$ cat src/rtl/core/sir_gillespie_event_step_macros.svh
`ifndef SIR_GILLESPIE_EVENT_STEP_MACROS_SVH
`define SIR_GILLESPIE_EVENT_STEP_MACROS_SVH

// same-cycle implication, clocked on clk, off during reset
`define SGE_ASSERT_IMPLIES(name, ante, cons, msg) \
    name: assert property (@(posedge clk) disable iff (!rst_n) (ante) |-> (cons)) \
        else $error(msg);

// next-cycle implication, clocked on clk, off during reset
`define SGE_ASSERT_NEXT(name, ante, cons, msg) \
    name: assert property (@(posedge clk) disable iff (!rst_n) (ante) |=> (cons)) \
        else $error(msg);

`endif

$ cat src/rtl/core/sge_pkg.sv
`default_nettype none

package sge_pkg;

    localparam int COUNT_BITS     = 16;
    localparam int LN_TABLE_DEPTH = 256;
    localparam int LN_BITS        = $clog2(LN_TABLE_DEPTH);

    localparam int CFG_INDEX_W = 2;
    localparam int CFG_DATA_W  = 20;

    localparam int FRAC_W = 25;
    localparam int TIME_W = 40;
    localparam int LOG_W  = 31;

    localparam int DIV_NUM_W = 65;
    localparam int DIV_DEN_W = 50;
    localparam int DIV_LEN_W = $clog2(DIV_NUM_W + 1);

    localparam int MUL_A_W = 36;
    localparam int MUL_B_W = 32;
    localparam int MUL_P_W = MUL_A_W + MUL_B_W;

    localparam logic [19:0] A_RESET    = 20'd6554;
    localparam logic [15:0] POP_RESET  = 16'd1000;
    localparam logic [15:0] END_RESET  = 16'd1000;
    localparam logic [15:0] WARM_RESET = 16'd100;

    localparam logic [FRAC_W-1:0] ONE_Q24   = 25'h1000000;
    localparam logic [FRAC_W-1:0] TENTH_Q24 = 25'd1677722;
    localparam logic [23:0]       LN2_Q24   = 24'd11629080;

    typedef enum logic [CFG_INDEX_W-1:0] {
        CFG_A_PARAM     = 2'd0,
        CFG_POP_SIZE    = 2'd1,
        CFG_END_TIME    = 2'd2,
        CFG_WARMUP_TIME = 2'd3
    } cfg_index_t;

    typedef enum logic [2:0] {
        KIND_RESTART       = 3'd0,
        KIND_INFECTION     = 3'd1,
        KIND_RECOVERY      = 3'd2,
        KIND_IMMUNITY_LOSS = 3'd3,
        KIND_IGNORED       = 3'd4
    } event_kind_t;

    typedef struct packed {
        logic                 go;
        logic [DIV_NUM_W-1:0] num;
        logic [DIV_DEN_W-1:0] den;
        logic [DIV_LEN_W-1:0] len;
    } div_req_t;

    typedef struct packed {
        logic                 busy;
        logic                 done;
        logic [DIV_NUM_W-1:0] quot;
    } div_rsp_t;

    typedef logic [LOG_W-1:0] log_rom_t [LN_TABLE_DEPTH+1];

    // log2(1 + j/depth) in Q0.30 by repeated squaring
    function automatic logic [LOG_W-1:0] log2_entry(input int j);
        logic [63:0]      x;
        logic [LOG_W-1:0] r;
        x = (64'd1 << 30) + ((64'(j) << 30) / LN_TABLE_DEPTH);
        r = '0;
        for (int b = 29; b >= 0; b--)
        begin
            x = (x * x) >> 30;
            if (x >= (64'd1 << 31))
            begin
                x = x >> 1;
                r[b] = 1'b1;
            end
        end
        return r;
    endfunction

    function automatic log_rom_t build_log_rom();
        log_rom_t t;
        for (int j = 0; j < LN_TABLE_DEPTH; j++)
        begin
            t[j] = log2_entry(j);
        end
        t[LN_TABLE_DEPTH] = LOG_W'(64'd1 << 30);
        return t;
    endfunction

    localparam log_rom_t LOG_ROM = build_log_rom();

endpackage

`default_nettype wire

$ cat src/rtl/core/sge_mul.sv
`default_nettype none

module sge_mul import sge_pkg::*; (
    input  logic               clk,
    input  logic               en,
    input  logic [MUL_A_W-1:0] a,
    input  logic [MUL_B_W-1:0] b,
    output logic [MUL_P_W-1:0] p
);

    logic [MUL_P_W-1:0] p_reg, p_next;

    always_comb
    begin
        p_next = en ? (MUL_P_W'(a) * MUL_P_W'(b)) : p_reg;
    end

    always_ff @(posedge clk)
    begin
        p_reg <= p_next;
    end

    assign p = p_reg;

endmodule

`default_nettype wire

$ cat config.mk
export PLATFORM = sky130hd
export DESIGN_NAME = sge_mul
export DESIGN_NICKNAME = d
export VERILOG_FILES = /design/src/rtl/core/sir_gillespie_event_step_macros.svh /design/src/rtl/core/sge_pkg.sv /design/src/rtl/core/sge_mul.sv
export SDC_FILE = /design/constraint.sdc
export NUM_CORES = 2
export LEC_CHECK = 0
export ABC_AREA = 1
export BUFFER_PORTS_ARGS = -buffer_cell sky130_fd_sc_hd__buf_2
export CAP_MARGIN = 20
export CORE_MARGIN = 2
export CORE_UTILIZATION = 65
export CTS_CLUSTER_DIAMETER = 120
export DETAILED_ROUTE_END_ITERATION = 12
export PLACE_DENSITY_LB_ADDON = 0.15
export SYNTH_ARGS = -nofsm -noshare
export SYNTH_HDL_FRONTEND = slang
export SYNTH_SLANG_ARGS = --single-unit
$ cat constraint.sdc
create_clock -name clk -period 13.6 [get_ports clk]
set_clock_uncertainty 0.2 [all_clocks]
set_input_delay 2.72 -clock clk [delete_from_list [all_inputs] [get_ports clk]]
set_output_delay 2.72 -clock clk [all_outputs]
set_load 0.02 [all_outputs]
==> impl_metrics.toml <==
[clock_network]
cts.sinks = 68
ctsResizeCount = 0
hold_buffers = 0
cts_buffers = 9
cts-root-buf = "clkbuf_16"
cts_setup_buffers = 0
cts_tree = "built"
htree_levels = 3
path_clk_slew_ns = 0.06
cts_buffer_depth = 2

[timing]
fin_crit_ns = 10.14
rsz0062_at_grt = "false"
hold_violations = 0
fmax_mhz = 98.6
slew_viol_final = 0
finalSetupViolations = 0
setup_tns_ns = 0
max_slew_margin_pct = 34.1
worst_pin_slew_ns = 0.989
fin_crit_sh_pct = 74.6

[global_route]
grt_pass1_wl_um = 185000
groute.usage.overall_pct = 35.9
grt_pass1_vias = 35100
grt_max_degree = 69
overflow = 0
antenna_found_initial = 2

[finish]
final_common_cell = "inv_1"
largest_reg_flops = 68
stdcell_count = 6253
final_cell_mix = "inv_1, nand2_1, fa_1, ha_1, buf_2"
final_nets = 6753
syn_to_final_growth_pct = 3.39
fillers = 5372
drive_gt1_share_pct = 4.27

[critical_path]
end_kind = "flip-flop"
crit_start = "a[24]"
worstSetupPathType = "primary input to flip-flop"
critPathLaunchType = "primary input"
crit_required_ns = 13.52
critPathArrivalTime_ns = 10.07
cp_max_fo = 32

[die]
boundaryPins = 138
dieArea_sq_mm = 0.0661
start_util_pct = 65.9
die_x_um = 257
core_area_sq_mm = 0.0632
die_h_um = 257
row_count = 92

[synthesis]
yosysTopAreaCell = "fa_1"
synth_area_leaders = "fa_1, inv_1, nand2_1, ha_1, edfxtp_1"
synth_fp_nets = 6809
synth-seq-cells = 68
ys_seq_area_share_pct = 4.90
synthesis.area_sq_mm = 0.0417
synth_area_per_cell_sq_um = 7.63
yosys_warnings = 0
synth_top_cell_area_share_pct = 48.8
synth.distinct_cells = 25
netlist_instances = 5456

[route]
wl_um = 112000
remaining_drc_errors = 0
dr.pass1.iters = 8
ant_nets = 0
post_drt_wl_per_cell_um = 18.0
drtIter0Drc = 2602
num_vias = 32900
vias_per_cell = 5.27

[place]
hpwl_um = 92000
gp_congestion = 0.984
port_buffers = 137
place_inst = 6235

[hold_path]
hp-start = "b[0]"
min_path_type = "primary input to flip-flop"

[run_status]
status = "complete, no violations"

[job]
cap_violations = 0
final cells by class:
cell class,instances,area [sq um],share of cell area [%]
clock inverter,7,81.3,0.189
timing repair buffer,169,926,2.15
inverter,1798,6750,15.7
multi-input combinational,3354,32000,74.3
clock buffer,9,225,0.523
sequential,68,2040,4.74
antenna,2,5.00,0.0116
tap,846,1060,2.46
critical path, stage by stage:
cell and delay, ns:
buf_2 0.66, nand2_1 0.17, fa_1 0.58, inv_1 0.05, fa_1 0.48, inv_1 0.05, fa_1 0.53, fa_1 0.56
inv_1 0.05, fa_1 0.48, fa_1 0.55, fa_1 0.62, fa_1 0.45, ha_1 0.46, nand2_1 0.16, nor2_1 0.21
inv_1 0.08, nor2_1 0.44, a21oi_1 0.16, nand2_2 0.21, xor2_1 0.35
cell families after synthesis:
| kind of cell | Yosys count | share of synthesized area (%) |
|---|---|---|
| adder cells (fa/ha/maj) | 1283 | 56.8 |
| AND/OR/NAND/NOR | 1984 | 18.6 |
| flip-flops | 68 | 4.90 |
| XOR/XNOR | 36 | 0.757 |
| AO/OA/AOI/OAI | 51 | 0.613 |
| buffers and inverters | 2034 | 18.3 |
worst paths after layout:
check,end,slack (ns),cells after the start
worst max-delay path,p[34]$_DFFE_PP_,3.46,21
worst min-delay path,p[0]$_DFFE_PP_,2.86,4
synthesized netlist by cell type:
| cell type | number |
|---|---|
| inv_1 | 1794 |
| and3_1 | 2 |
| nor3_2 | 2 |
| nor2_1 | 87 |
| nand3_2 | 6 |
| xnor2_1 | 4 |
| inv_2 | 4 |
| and2_1 | 2 |
| buf_1 | 9 |
| nor3_1 | 12 |
| edfxtp_1 | 68 |
| nand4_1 | 9 |
| ha_1 | 267 |
| nand3_1 | 53 |
| nor3_4 | 1 |
| or2_1 | 1 |
| clkbuf_1 | 227 |
| nor2_2 | 15 |
| xor2_1 | 32 |
| o21ai_0 | 2 |
| nand2_1 | 1776 |
| a21oi_1 | 49 |
| nor4_2 | 3 |
| nand2_2 | 15 |
| fa_1 | 1016 |
layer usage:
| metal | GRT usage, % | up-vias | wire, um |
|---|---|---|---|
| li1 | - | 14700 | - |
| met1 | 47.6 | 16500 | 43500 |
| met2 | 61.2 | 1469 | 56200 |
| met3 | 4.80 | 275 | 8870 |
| met4 | 11.8 | 0 | 3950 |
| met5 | 0 | - | 0 |
per-stage QoR:
step / setup WS [ns] / hold WS [ns] / cell area (sq um) / utilization (%)
after floorplan: 4.48 / 2.63 / 41700 / -
after global placement: 3.17 / 2.96 / 42800 / 67.7
after detailed placement: 3.26 / 2.96 / 42800 / 67.7
after CTS: 3.57 / 2.86 / 43100 / 68.1
after global routing: 3.37 / 2.86 / 43100 / 68.1
final: 3.46 / 2.86 / 43100 / 68.1
Power is not shown: default switching activity piles up to over one toggle a cycle in this logic, so the estimate is an artifact.
