### config.mk
export PLATFORM = sky130hd
export DESIGN_NAME = sge_div
export DESIGN_NICKNAME = d
export VERILOG_FILES = /design/src/rtl/core/sir_gillespie_event_step_macros.svh /design/src/rtl/core/sge_pkg.sv /design/src/rtl/core/sge_div.sv
export SDC_FILE = /design/constraint.sdc
export NUM_CORES = 1
export LEC_CHECK = 0
export ABC_AREA = 1
export BUFFER_PORTS_ARGS = -buffer_cell sky130_fd_sc_hd__buf_2
export CORE_UTILIZATION = 35
export CTS_BUF_LIST = sky130_fd_sc_hd__clkbuf_8 sky130_fd_sc_hd__clkbuf_16
export DETAILED_ROUTE_END_ITERATION = 6
export PLACE_DENSITY = 0.66
export SLEW_MARGIN = 10
export SYNTH_ARGS = -nofsm -noshare
export SYNTH_HDL_FRONTEND = slang
export SYNTH_SLANG_ARGS = --single-unit
### constraint.sdc
create_clock -name clk -period 9.6 [get_ports clk]
set_clock_uncertainty 0.2 [all_clocks]
set_input_delay 1.92 -clock clk [delete_from_list [all_inputs] [get_ports clk]]
set_output_delay 1.92 -clock clk [all_outputs]
set_load 0.02 [all_outputs]
### src/rtl/core/sir_gillespie_event_step_macros.svh
`ifndef SIR_GILLESPIE_EVENT_STEP_MACROS_SVH
`define SIR_GILLESPIE_EVENT_STEP_MACROS_SVH

// same-cycle implication, clocked on clk, off during reset
`define SGE_ASSERT_IMPLIES(name, ante, cons, msg) \
    name: assert property (@(posedge clk) disable iff (!rst_n) (ante) |-> (cons)) \
        else $error(msg);

// next-cycle implication, clocked on clk, off during reset
`define SGE_ASSERT_NEXT(name, ante, cons, msg) \
    name: assert property (@(posedge clk) disable iff (!rst_n) (ante) |=> (cons)) \
        else $error(msg);

`endif

### src/rtl/core/sge_pkg.sv
`default_nettype none

package sge_pkg;

    localparam int COUNT_BITS     = 16;
    localparam int LN_TABLE_DEPTH = 256;
    localparam int LN_BITS        = $clog2(LN_TABLE_DEPTH);

    localparam int CFG_INDEX_W = 2;
    localparam int CFG_DATA_W  = 20;

    localparam int FRAC_W = 25;
    localparam int TIME_W = 40;
    localparam int LOG_W  = 31;

    localparam int DIV_NUM_W = 65;
    localparam int DIV_DEN_W = 50;
    localparam int DIV_LEN_W = $clog2(DIV_NUM_W + 1);

    localparam int MUL_A_W = 36;
    localparam int MUL_B_W = 32;
    localparam int MUL_P_W = MUL_A_W + MUL_B_W;

    localparam logic [19:0] A_RESET    = 20'd6554;
    localparam logic [15:0] POP_RESET  = 16'd1000;
    localparam logic [15:0] END_RESET  = 16'd1000;
    localparam logic [15:0] WARM_RESET = 16'd100;

    localparam logic [FRAC_W-1:0] ONE_Q24   = 25'h1000000;
    localparam logic [FRAC_W-1:0] TENTH_Q24 = 25'd1677722;
    localparam logic [23:0]       LN2_Q24   = 24'd11629080;

    typedef enum logic [CFG_INDEX_W-1:0] {
        CFG_A_PARAM     = 2'd0,
        CFG_POP_SIZE    = 2'd1,
        CFG_END_TIME    = 2'd2,
        CFG_WARMUP_TIME = 2'd3
    } cfg_index_t;

    typedef enum logic [2:0] {
        KIND_RESTART       = 3'd0,
        KIND_INFECTION     = 3'd1,
        KIND_RECOVERY      = 3'd2,
        KIND_IMMUNITY_LOSS = 3'd3,
        KIND_IGNORED       = 3'd4
    } event_kind_t;

    typedef struct packed {
        logic                 go;
        logic [DIV_NUM_W-1:0] num;
        logic [DIV_DEN_W-1:0] den;
        logic [DIV_LEN_W-1:0] len;
    } div_req_t;

    typedef struct packed {
        logic                 busy;
        logic                 done;
        logic [DIV_NUM_W-1:0] quot;
    } div_rsp_t;

    typedef logic [LOG_W-1:0] log_rom_t [LN_TABLE_DEPTH+1];

    // log2(1 + j/depth) in Q0.30 by repeated squaring
    function automatic logic [LOG_W-1:0] log2_entry(input int j);
        logic [63:0]      x;
        logic [LOG_W-1:0] r;
        x = (64'd1 << 30) + ((64'(j) << 30) / LN_TABLE_DEPTH);
        r = '0;
        for (int b = 29; b >= 0; b--)
        begin
            x = (x * x) >> 30;
            if (x >= (64'd1 << 31))
            begin
                x = x >> 1;
                r[b] = 1'b1;
            end
        end
        return r;
    endfunction

    function automatic log_rom_t build_log_rom();
        log_rom_t t;
        for (int j = 0; j < LN_TABLE_DEPTH; j++)
        begin
            t[j] = log2_entry(j);
        end
        t[LN_TABLE_DEPTH] = LOG_W'(64'd1 << 30);
        return t;
    endfunction

    localparam log_rom_t LOG_ROM = build_log_rom();

endpackage

`default_nettype wire

### src/rtl/core/sge_div.sv
`default_nettype none

module sge_div import sge_pkg::*; (
    input  logic     clk,
    input  logic     rst_n,
    input  div_req_t req,
    output div_rsp_t rsp
);

    logic [DIV_NUM_W-1:0] quot_reg, quot_next;
    logic [DIV_DEN_W-1:0] rem_reg, rem_next;
    logic [DIV_LEN_W-1:0] cnt_reg, cnt_next;
    logic                 busy_reg, busy_next;
    logic                 done_reg, done_next;
    logic [DIV_DEN_W:0]   shifted;
    logic [DIV_DEN_W:0]   trial;

    always_comb
    begin
        shifted   = {rem_reg, quot_reg[DIV_NUM_W-1]};
        trial     = shifted - {1'b0, req.den};
        quot_next = quot_reg;
        rem_next  = rem_reg;
        cnt_next  = cnt_reg;
        busy_next = busy_reg;
        done_next = 1'b0;
        if (req.go)
        begin
            quot_next = req.num;
            rem_next  = '0;
            cnt_next  = req.len;
            busy_next = 1'b1;
        end
        else if (busy_reg)
        begin
            if (shifted >= {1'b0, req.den})
            begin
                rem_next  = trial[DIV_DEN_W-1:0];
                quot_next = {quot_reg[DIV_NUM_W-2:0], 1'b1};
            end
            else
            begin
                rem_next  = shifted[DIV_DEN_W-1:0];
                quot_next = {quot_reg[DIV_NUM_W-2:0], 1'b0};
            end
            cnt_next = cnt_reg - 1'b1;
            if (cnt_reg == DIV_LEN_W'(1))
            begin
                busy_next = 1'b0;
                done_next = 1'b1;
            end
        end
    end

    always_ff @(posedge clk or negedge rst_n)
    begin
        if (!rst_n)
        begin
            cnt_reg  <= '0;
            busy_reg <= 1'b0;
            done_reg <= 1'b0;
        end
        else
        begin
            cnt_reg  <= cnt_next;
            busy_reg <= busy_next;
            done_reg <= done_next;
        end
    end

    always_ff @(posedge clk)
    begin
        quot_reg <= quot_next;
        rem_reg  <= rem_next;
    end

    assign rsp.busy = busy_reg;
    assign rsp.done = done_reg;
    assign rsp.quot = quot_reg;

endmodule

`default_nettype wire

==> results.md, run 1 <==
Clock tree:
- The clock tree root buffer cell is sky130_fd_sc_hd__clkbuf_16.
- The H-tree generated during clock tree synthesis spans 4 levels.
- The clock-pin transition on the worst setup and hold timing paths is 0.07 ns.
- In this run the post-CTS setup repair buffer count came out at 0.
- The post-cts hold buffer count is 0.
- The total clock buffers created by CTS is 17.
- The number of buffers on the longest clock path is 2.
- Post-CTS repair changed the size of 0 cells.
- The clock reaches the later pin of the worst-skew pair after 0.44 ns.
- The clock net in this run drives a total of 124 sinks.
- TritonCTS built the clock tree.

Placement:
- OpenSTA, run right after detailed placement, puts the worst setup slack at 4.87 ns.
- The detailed placer's ending HPWL is 25600 µm.
- The congestion estimate from routability-driven global placement came to 0.982.
- In this run the tool buffered the top-level ports with 191 buffer cells.

Yosys:
- The cell taking the most area after synthesis is sky130_fd_sc_hd__nand2_1.
- After synthesis, the netlist uses 41 different library cells.
- Synthesis produced 1690 cells.
- Of the post-synthesis cell area, the dominant cell type holds 25.5%.
- During synthesis, Yosys emitted a total of 0 warnings.
- The share of synthesized area occupied by flip-flops and latches is 30.8%.
- When the netlist entered floorplanning its net count stood at 1868.
- The cell area that synthesis handed to floorplanning was 10300 µm².
- Yosys mapped a number of flops with a built-in enable equal to 65.
- The share of async-settable or async-resettable flops after synthesis is 7.26%.
- The commonest cells after synthesis are sky130_fd_sc_hd__nand2_1, sky130_fd_sc_hd__inv_1, sky130_fd_sc_hd__nand3_1.
- In the synthesized netlist the dominant register cell turns out to be sky130_fd_sc_hd__edfxtp_1.
- The most numerous cell in the Yosys netlist is sky130_fd_sc_hd__nand2_1.
- The post-synthesis register bit count is 124.
- In this run the mean area of a mapped cell was 6.10 µm².
- Sorting the synthesized cells by area gives the leading types as sky130_fd_sc_hd__nand2_1, sky130_fd_sc_hd__edfxtp_1, sky130_fd_sc_hd__inv_1.

Cells and area:
- The share of final-layout standard cells stronger than drive strength 1 is 14.0%.
- The area taken by flip-flops and latches is 3180 µm².
- The register with the most flip-flops in the layout has 65 of them.
- In the final design database the tool counted 2039 nets.
- The multi-input combinational cells in the finished layout cover a total of 5600 µm².
- The layout-stage area growth over the synthesis result is 18.2%.
- After filler insertion, the fill cell instance count of the layout stands at 3171.

Timing:
- The max-slew violation count is 0.
- For the pin with the worst max-slew slack, the measured transition is 1.13 ns.
- The final period utilization is 45.3%.
- The total negative slack for setup checks is 0 ns.
- Based on the critical path, the design can be clocked at up to 0.230 GHz.
- The worst path needs 4.35 ns of the cycle, external delays included.
- Setup repair after global routing left no endpoint under its margin.
- Measured against its own limit, the worst slew margin works out to 24.7%.
- After layout, the worst setup slack is 5.25 ns.
- The hold violation count in the final report is 0.
- The setup violation total in the final timing report is 0.

Pwr:
- The standby leakage power is 6.92 nW.
- The peak ir drop on the vdd network is 144 µV.
- The power per cell area is 226 nW/µm².

Drt:
- The total DRC errors in the routed layout is 6.
- Dividing the detail-routed wire length by the instance count gives 14.8 µm.
- The detailed router placed 10600 vias in this run.
- The antenna violation net count after detailed routing is 0.
- After detailed routing, the number of vias per cell comes to 4.71.
- The number of design-rule violations left by the first detailed-router iteration is 807.
- The total routed wirelength is 33400 µm.
- For this run, the detailed router's first-pass iteration total came to 7.

Status:
- The flow ran to the end, but the final reports show violations.
- The final reports fail on design-rule violations.

Global route:
- The number of antenna violations at the first check in global routing is 1.
- Entering global routing, the biggest net connects 76 pins.
- The via count of the first global-routing pass is 9960.
- In the global route stage, overall resource usage came out at 22.5%.
- The first global-routing pass estimated 53200 µm of wire.
- The total grt overflow is 0.

Critical path:
- The required time of the critical path is 9.68 ns.
- The startpoint kind of the worst setup timing path is an input pin.
- STA classifies the critical path endpoint as a flip-flop.
- The critical-path maximum fanout is 50.
- The worst setup path is of the input pin to flip-flop kind.
- At the worst endpoint, the arrival time is 4.42 ns.

Die:
- 192 I/O pins were placed.
- The initial cell density of the core is 35.7%.
- The core area is 28900 µm².
- The y dimension of the die is 174 µm.
- The die width is 174 µm.
- The die area is 30100 µm².
- The cell row count is 62.

Hold path:
- In this run the worst hold path is classified as flip-flop to flip-flop.

Run:
- The max capacitance violation total is 0.
-- routing by layer --
layer | global-route usage [%] | wire (µm) | up-vias
li1 | - | - | 5547
met1 | 30.4 | 15700 | 4811
met2 | 36.9 | 15500 | 251
met3 | 3.71 | 1490 | 31
met4 | 6.76 | 601 | 0
met5 | 0 | 0 | -
-- through the flow --
stage / total power, mW / cells / instance area, µm² / hold slack, ns / util (%)
finish: 2.75 / 2258 / 12200 / 0.277 / 42.2
global route: 2.98 / 2258 / 12200 / 0.301 / 42.2
CTS: 2.76 / 2257 / 12200 / 0.274 / 42.2
detailed placement: 2.08 / 2226 / 11600 / 0.264 / 40.2
global placement: 2.07 / 2226 / 11600 / 0.259 / 40.2
floorplan: 1.73 / 1690 / 10300 / 0.248 / -
-- cell type report --
class / instances / share of cell area [%]
antenna: 1 / 0.0205
clock buffer: 17 / 3.49
clock inverter: 14 / 1.31
inverter: 353 / 10.9
multi-input combinational: 1166 / 45.9
sequential: 124 / 26.1
tap: 384 / 3.94
timing repair buffer: 199 / 8.34
-- worst max-delay path: stages --
cell	delay (ns)
sky130_fd_sc_hd__buf_2	0.07
sky130_fd_sc_hd__inv_1	0.04
sky130_fd_sc_hd__ha_1	0.34
sky130_fd_sc_hd__nand2_1	0.15
sky130_fd_sc_hd__inv_1	0.08
sky130_fd_sc_hd__nand2_1	0.06
sky130_fd_sc_hd__nand2_1	0.06
sky130_fd_sc_hd__inv_1	0.05
sky130_fd_sc_hd__nand2_1	0.08
sky130_fd_sc_hd__inv_1	0.06
sky130_fd_sc_hd__nand3_1	0.25
sky130_fd_sc_hd__nand2_1	0.21
sky130_fd_sc_hd__buf_4	0.53
sky130_fd_sc_hd__nand4_1	0.21
sky130_fd_sc_hd__nand3_1	0.14
sky130_fd_sc_hd__o21ai_0	0.09
-- cells by family (layout without fill, tap and decap cells) --
group                      count (synthesis)  count (layout)  share of synthesized area [%]
adders and majority gates                 53              53                           6.51
buffers and inverters                    400             583                           15.0
xor gates and xnor gates                  26              26                           2.21
DFF                                      124             124                           30.8
other                                      0               1                              0
and+or+nand+nor                         1004            1004                           41.0
AOI/OAI and AO/OA                         83              83                           4.48
-- worst paths after layout --
| kind | from | to | slack (ns) | cells after the start |
|---|---|---|---|---|
| hold / removal | rem_reg[44] | rem_reg[44] | 0.28 | 2 |
| max in group asynchronous | rst_n | busy_reg | 7.88 | 1 |
| hold reg to reg | rem_reg[44] | rem_reg[44] | 0.28 | 2 |
| setup / recovery | req[25] | rem_reg[29] | 5.25 | 16 |
| setup reg to reg | rem_reg[33] | rem_reg[29] | 6.56 | 14 |
| min in group asynchronous | rst_n | done_reg | 1.13 | 1 |
-- cell usage in the layout, fill, tap and decap left out, drive strengths merged --
| cell | count |
|---|---|
| clkbuf | 17 |
| o221ai | 3 |
| edfxtp | 65 |
| or2 | 1 |
| nand3 | 122 |
| o211ai | 2 |
| clkinvlp | 2 |
| xnor2 | 22 |
| nor2 | 92 |
| dfrtp | 9 |
| fa | 1 |
| o311ai | 1 |
| ha | 52 |
| o21a | 1 |
| o21ai | 36 |
| bufinv | 2 |
| nor4 | 2 |
| a21oi | 32 |
| diode | 1 |
| or4 | 1 |
| xor2 | 4 |
| buf | 199 |
| nand3b | 7 |
| nand4 | 64 |
| dfxtp | 50 |
| nor3 | 10 |
| inv | 355 |
| and3 | 1 |
| nand2 | 702 |
| and2 | 2 |
| clkinv | 8 |
| o21bai | 7 |
| a22oi | 1 |
-- report_power, final --
part / leakage, nW / switching [mW] / internal, mW
registers: 1.23 / 0.0680 / 0.670
logic: 5.40 / 0.888 / 0.458
clock network: 0.284 / 0.279 / 0.387
(Power assumes the default switching activity.)
==> inputs of run 2 (changes only) <==
- ABC_AREA: 1 -> 0
- PLACE_DENSITY: 0.66 -> 0.69
- clock period: 9.6 -> 3.7 ns (I/O delays scaled with it)
==> results.md, run 2 <==
Cells and area:
- Relative to the synthesized area, the layout overhead comes to 27.6%.
- Leaving out fill and tap cells, the most frequent cell in the layout is sky130_fd_sc_hd__buf_2.
- The share of final-layout standard cells stronger than drive strength 1 came to 32.2% (+18 points).
- The number of diodes added for antenna fixing is 0 (-1).
- In the layout the commonest cells are sky130_fd_sc_hd__buf_2, sky130_fd_sc_hd__nor2_1, sky130_fd_sc_hd__buf_4.
- The number of flip-flops in the largest register is 65 (unchanged).
- The cell area after layout is 10700 µm² (-12%).
- The number of nets in the final layout came to 1335 (-35%).
- The count of filler cells inserted in the layout was 2343 (-26%).

Critical path:
- The depth of the most critical reg-to-reg path is 13 (-1).
- The critical path goes through buf_2, inv_1, ha_1, a21o_1, nor3b_1, o41a_1, o31a_1, nor3_1, buf_4, o31ai_2, buf_4, a21oi_1, o21ai_0, xnor2_1, o22ai_1.
- The cell that appears most often on the critical path is sky130_fd_sc_hd__buf_4.
- The worst endpoint data arrival time is 3.46 ns (-0.96 ns).
- The flop-to-flop setup slack is 0.47 ns (-6.09 ns).
- The number of buffer and inverter stages on the critical path was 4 (-2).
- The delay contributed by the slowest stage of the critical path is 0.43 ns (-0.10 ns).
- The launch point of the worst reg-to-reg path is rem_reg[5].
- STA classifies the critical path startpoint as an input pin.
- The family with the most delay on the worst path is compound AO/OA/AOI/OAI gates.
- The worst register-to-register path ends at rem_reg[49].
- The required time of the critical path is 3.79 ns (-5.89 ns).
- The critical-path maximum fanout is 5 (-90%).
- The cell with the largest stage delay on the worst path is sky130_fd_sc_hd__o41a_1.
- The endpoint type of the worst setup path is a flip-flop.
- The worst setup path category is input pin to flip-flop.

Clock tree:
- The post-cts hold buffer count is 1 (+1).
- The total setup buffers inserted after CTS came to 0 (unchanged).
- TritonCTS built the clock tree.
- The clock-pin transition on the worst setup and hold timing paths came to 0.06 ns (about the same).
- Clock tree synthesis selected as its root buffer the cell sky130_fd_sc_hd__clkbuf_16.
- The insertion delay of the later-clocked pin in the worst-skew pair is 0.42 ns (-0.02 ns).
- The number of buffers on the longest clock path is 2 (unchanged).
- The number of instances resized during post-cts repair was 0 (unchanged).
- The total number of clock tree sinks is 124 (unchanged).
- The total clock buffers created by CTS was 17 (unchanged).
- The deepest level of the CTS H-tree is 4 (unchanged).

Die:
- The die width was 157 µm (-9.5%).
- The initial cell density of the core was 35.8% (+0.060 points).
- The total I/O pin count was 192 (unchanged).
- The cell row count came to 56 (-9.7%).
- The y dimension of the die is 157 µm (-9.5%).
- The die area was 24700 µm² (-18%).
- The core area came to 23500 µm² (-18%).

Pwr:
- The fraction of power spent switching nets is 37.3% (-7.6 points).
- The standby leakage power is 5.03 nW (-27%).
- The share of total power in combinational logic is 43.0% (-5.9 points).
- The peak ir drop on the vdd network is 230 µV (+60%).
- The post-route total power is 6.24 mW (+130%).
- The switching power came to 2.33 mW (+89%).
- The power per cell area is 581 nW/µm² (+160%).
- The internal power contribution came to 3.91 mW (+160%).
- The register share of total power came to 30.6% (+3.8 points).
- The share of power burned in the clock network is 26.4% (+2.2 points).

Timing:
- The highest attainable clock frequency is 0.297 GHz.
- The max-slew violation count is 0 (unchanged).
- The setup violation total in the final timing report came to 0 (unchanged).
- Of the available clock period, the critical path in the final layout requires 91.0%.
- The worst path in the final design needs a cycle of 3.37 ns, including I/O delays and setup.
- Setup repair after global routing left no endpoint under its margin.
- The total negative slack for setup checks is 0 ns (unchanged).
- The normalized max-slew margin came to 42.3% (+18 points).
- The hold violation count in the final report is 0 (unchanged).
- The worst-margin pin slew came to 0.866 ns (-0.263 ns).

Yosys:
- The flip-flop cell with the highest count after synthesis is sky130_fd_sc_hd__edfxtp_1.
- The synthesized net count was 1099 (-41%).
- The post-synthesis register bit count is 124 (unchanged).
- The post-synthesis area per instance is 9.15 µm² (+50%).
- The number of library cell types mapped by synthesis is 59 (+44%).
- Summed over all instances, the cell type with the most area after synthesis is sky130_fd_sc_hd__edfxtp_1.
- By count the netlist is led by sky130_fd_sc_hd__nor2_1, sky130_fd_sc_hd__a21oi_1, sky130_fd_sc_hd__inv_1, sky130_fd_sc_hd__mux2_2, sky130_fd_sc_hd__edfxtp_1.
- The synthesized instance count was 921 (-46%).
- The share of synthesized area occupied by flip-flops and latches is 37.7% (+6.9 points).
- The share of the synthesized area in the top cell type is 23.2% (-2.3 points).
- The share of async-settable or async-resettable flops after synthesis was 7.26% (unchanged).
- Among all cell types in the netlist, the one instantiated most often is sky130_fd_sc_hd__nor2_1.
- The number of synthesis warnings is 0 (unchanged).
- In the post-synthesis netlist, the biggest area contributors are sky130_fd_sc_hd__edfxtp_1, sky130_fd_sc_hd__dfxtp_1, sky130_fd_sc_hd__mux2_2.
- The number of flops mapped to enable cells by yosys is 65 (unchanged).
- The post-synthesis cell area is 8420 µm² (-18%).

Status:
- The flow ran to the end, and the final reports show no timing, DRC or antenna violations.

Global route:
- The first-pass GRT wire length came to 35900 µm (-33%).
- The overall routing resource usage came to 18.6% (-4.0 points).
- The total grt overflow is 0 (unchanged).
- The via count of the first global-routing pass came to 7143 (-28%).
- The maximum number of pins on one net before global-route repair came to 105 (+38%).
- The number of antenna violations at the first check in global routing is 0 (-1).

Placement:
- The final RePlAce weighted congestion is 0.863 (-12%).
- The detailed placer's ending HPWL is 17500 µm (-32%).
- The number of I/O port buffers is 191 (unchanged).
- The placed instance area is 10200 µm² (-12%).

Drt:
- The total DRC errors in the routed layout is 0 (-6).
- The average via count per standard cell came to 5.08 (+7.9%).
- The routed wire length per instance is 15.4 µm (+4.4%).
- The first-pass iteration count of the detailed router was 5 (-2).
- The antenna violation net count after detailed routing is 0 (unchanged).
- The total routed wirelength is 23000 µm (-31%).
- The number of design-rule violations left by the first detailed-router iteration is 509 (-37%).
- The overall via count from detail_route is 7569 (-29%).

Run:
- The max capacitance violation total is 0 (unchanged).

Hold path:
- The worst hold path belongs to the class flip-flop to flip-flop.
- The startpoint identified for the worst hold timing path is rem_reg[17].
- The path with the worst hold slack has its endpoint at rem_reg[17].
- The cell depth of the worst min-delay path is 2 (unchanged).
==> run 2: cell types whose count changed in the layout (fill, tap and decap cells not counted), moves of 47 or more <==
cell / delta
sky130_fd_sc_hd__nand2_1: -642
sky130_fd_sc_hd__inv_1: -274
sky130_fd_sc_hd__nand3_1: -98
sky130_fd_sc_hd__buf_4: +69
sky130_fd_sc_hd__mux2_2: +66
sky130_fd_sc_hd__nand4_1: -47
==> run 2: worst reg2reg max path: stages (launching register included) <==
cell and delay, ns:
sky130_fd_sc_hd__dfxtp_1 0.33, sky130_fd_sc_hd__ha_1 0.35, sky130_fd_sc_hd__a21o_1 0.21, sky130_fd_sc_hd__nor3b_1 0.14, sky130_fd_sc_hd__o41a_1 0.43, sky130_fd_sc_hd__o31a_1 0.25
sky130_fd_sc_hd__nor3_1 0.19, sky130_fd_sc_hd__buf_4 0.16, sky130_fd_sc_hd__o31ai_2 0.06, sky130_fd_sc_hd__buf_4 0.15, sky130_fd_sc_hd__a21oi_1 0.21, sky130_fd_sc_hd__o21ai_0 0.16
sky130_fd_sc_hd__xnor2_1 0.16, sky130_fd_sc_hd__o22ai_1 0.10
==> run 2: worst max path at each step <==
stage	startpoint	endpoint	slack [ns]	depth (start not counted)
after floorplan	req[23]	rem_reg[14]	0.19	14
after global placement	req[13]	rem_reg[49]	-0.008	15
after detailed placement	req[13]	rem_reg[49]	-0.08	15
after CTS	req[13]	rem_reg[49]	0.36	15
after global routing	req[23]	rem_reg[34]	0.12	14
final	req[13]	rem_reg[49]	0.33	15
==> run 2: kinds of logic (layout without fill, tap and decap cells) <==
family | count (synthesis) | after routing | synth area share, %
compound gates | 256 | 256 | 19.8
xor+xnor | 48 | 48 | 4.99
fa+ha+maj | 53 | 53 | 7.96
buf+inv | 120 | 369 | 5.85
flops | 124 | 124 | 37.7
mux | 84 | 84 | 11.0
simple gates | 236 | 236 | 12.7
==> run 2: area by class of cell <==
class | instances | area [µm²] | share of cell area (%)
multi-input combinational | 677 | 4750 | 44.2
sequential | 124 | 3180 | 29.6
timing repair buffer | 271 | 1600 | 14.9
clock buffer | 17 | 425 | 3.96
tap | 319 | 399 | 3.71
inverter | 66 | 248 | 2.31
clock inverter | 15 | 141 | 1.32
==> run 2: layer usage <==
layer / up-vias / routed length [µm] / part of all wire, % / global-route usage (%)
li1: 3815 / - / - / -
met5: - / 0 / 0 / 0
met2: 175 / 10700 / 47 / 29.4
met1: 3547 / 10900 / 47 / 25.6
met4: 0 / 428 / 1.9 / 6.56
met3: 32 / 946 / 4.1 / 2.86
==> run 2: through the flow <==
stage	utilization, %	cells	hold slack [ns]	worst slack, ns
3_5_place_dp	43.2	1456	0.299	-0.0771
2_1_floorplan	-	921	0.244	0.186
6_report	45.6	1489	0.306	0.333
3_3_place_gp	43.2	1456	0.292	-0.00796
4_1_cts	45.6	1489	0.301	0.361
5_1_grt	45.6	1489	0.317	0.122
==> run 2: power by group through the flow <==
stage          Clock [mW]  Sequential [mW]  Combinational (mW)
2_1_floorplan           0             2.00                1.72
3_3_place_gp            0             1.93                2.62
3_5_place_dp            0             1.93                2.66
4_1_cts              1.68             1.91                2.68
5_1_grt              1.74             1.95                2.96
6_report             1.65             1.91                2.68
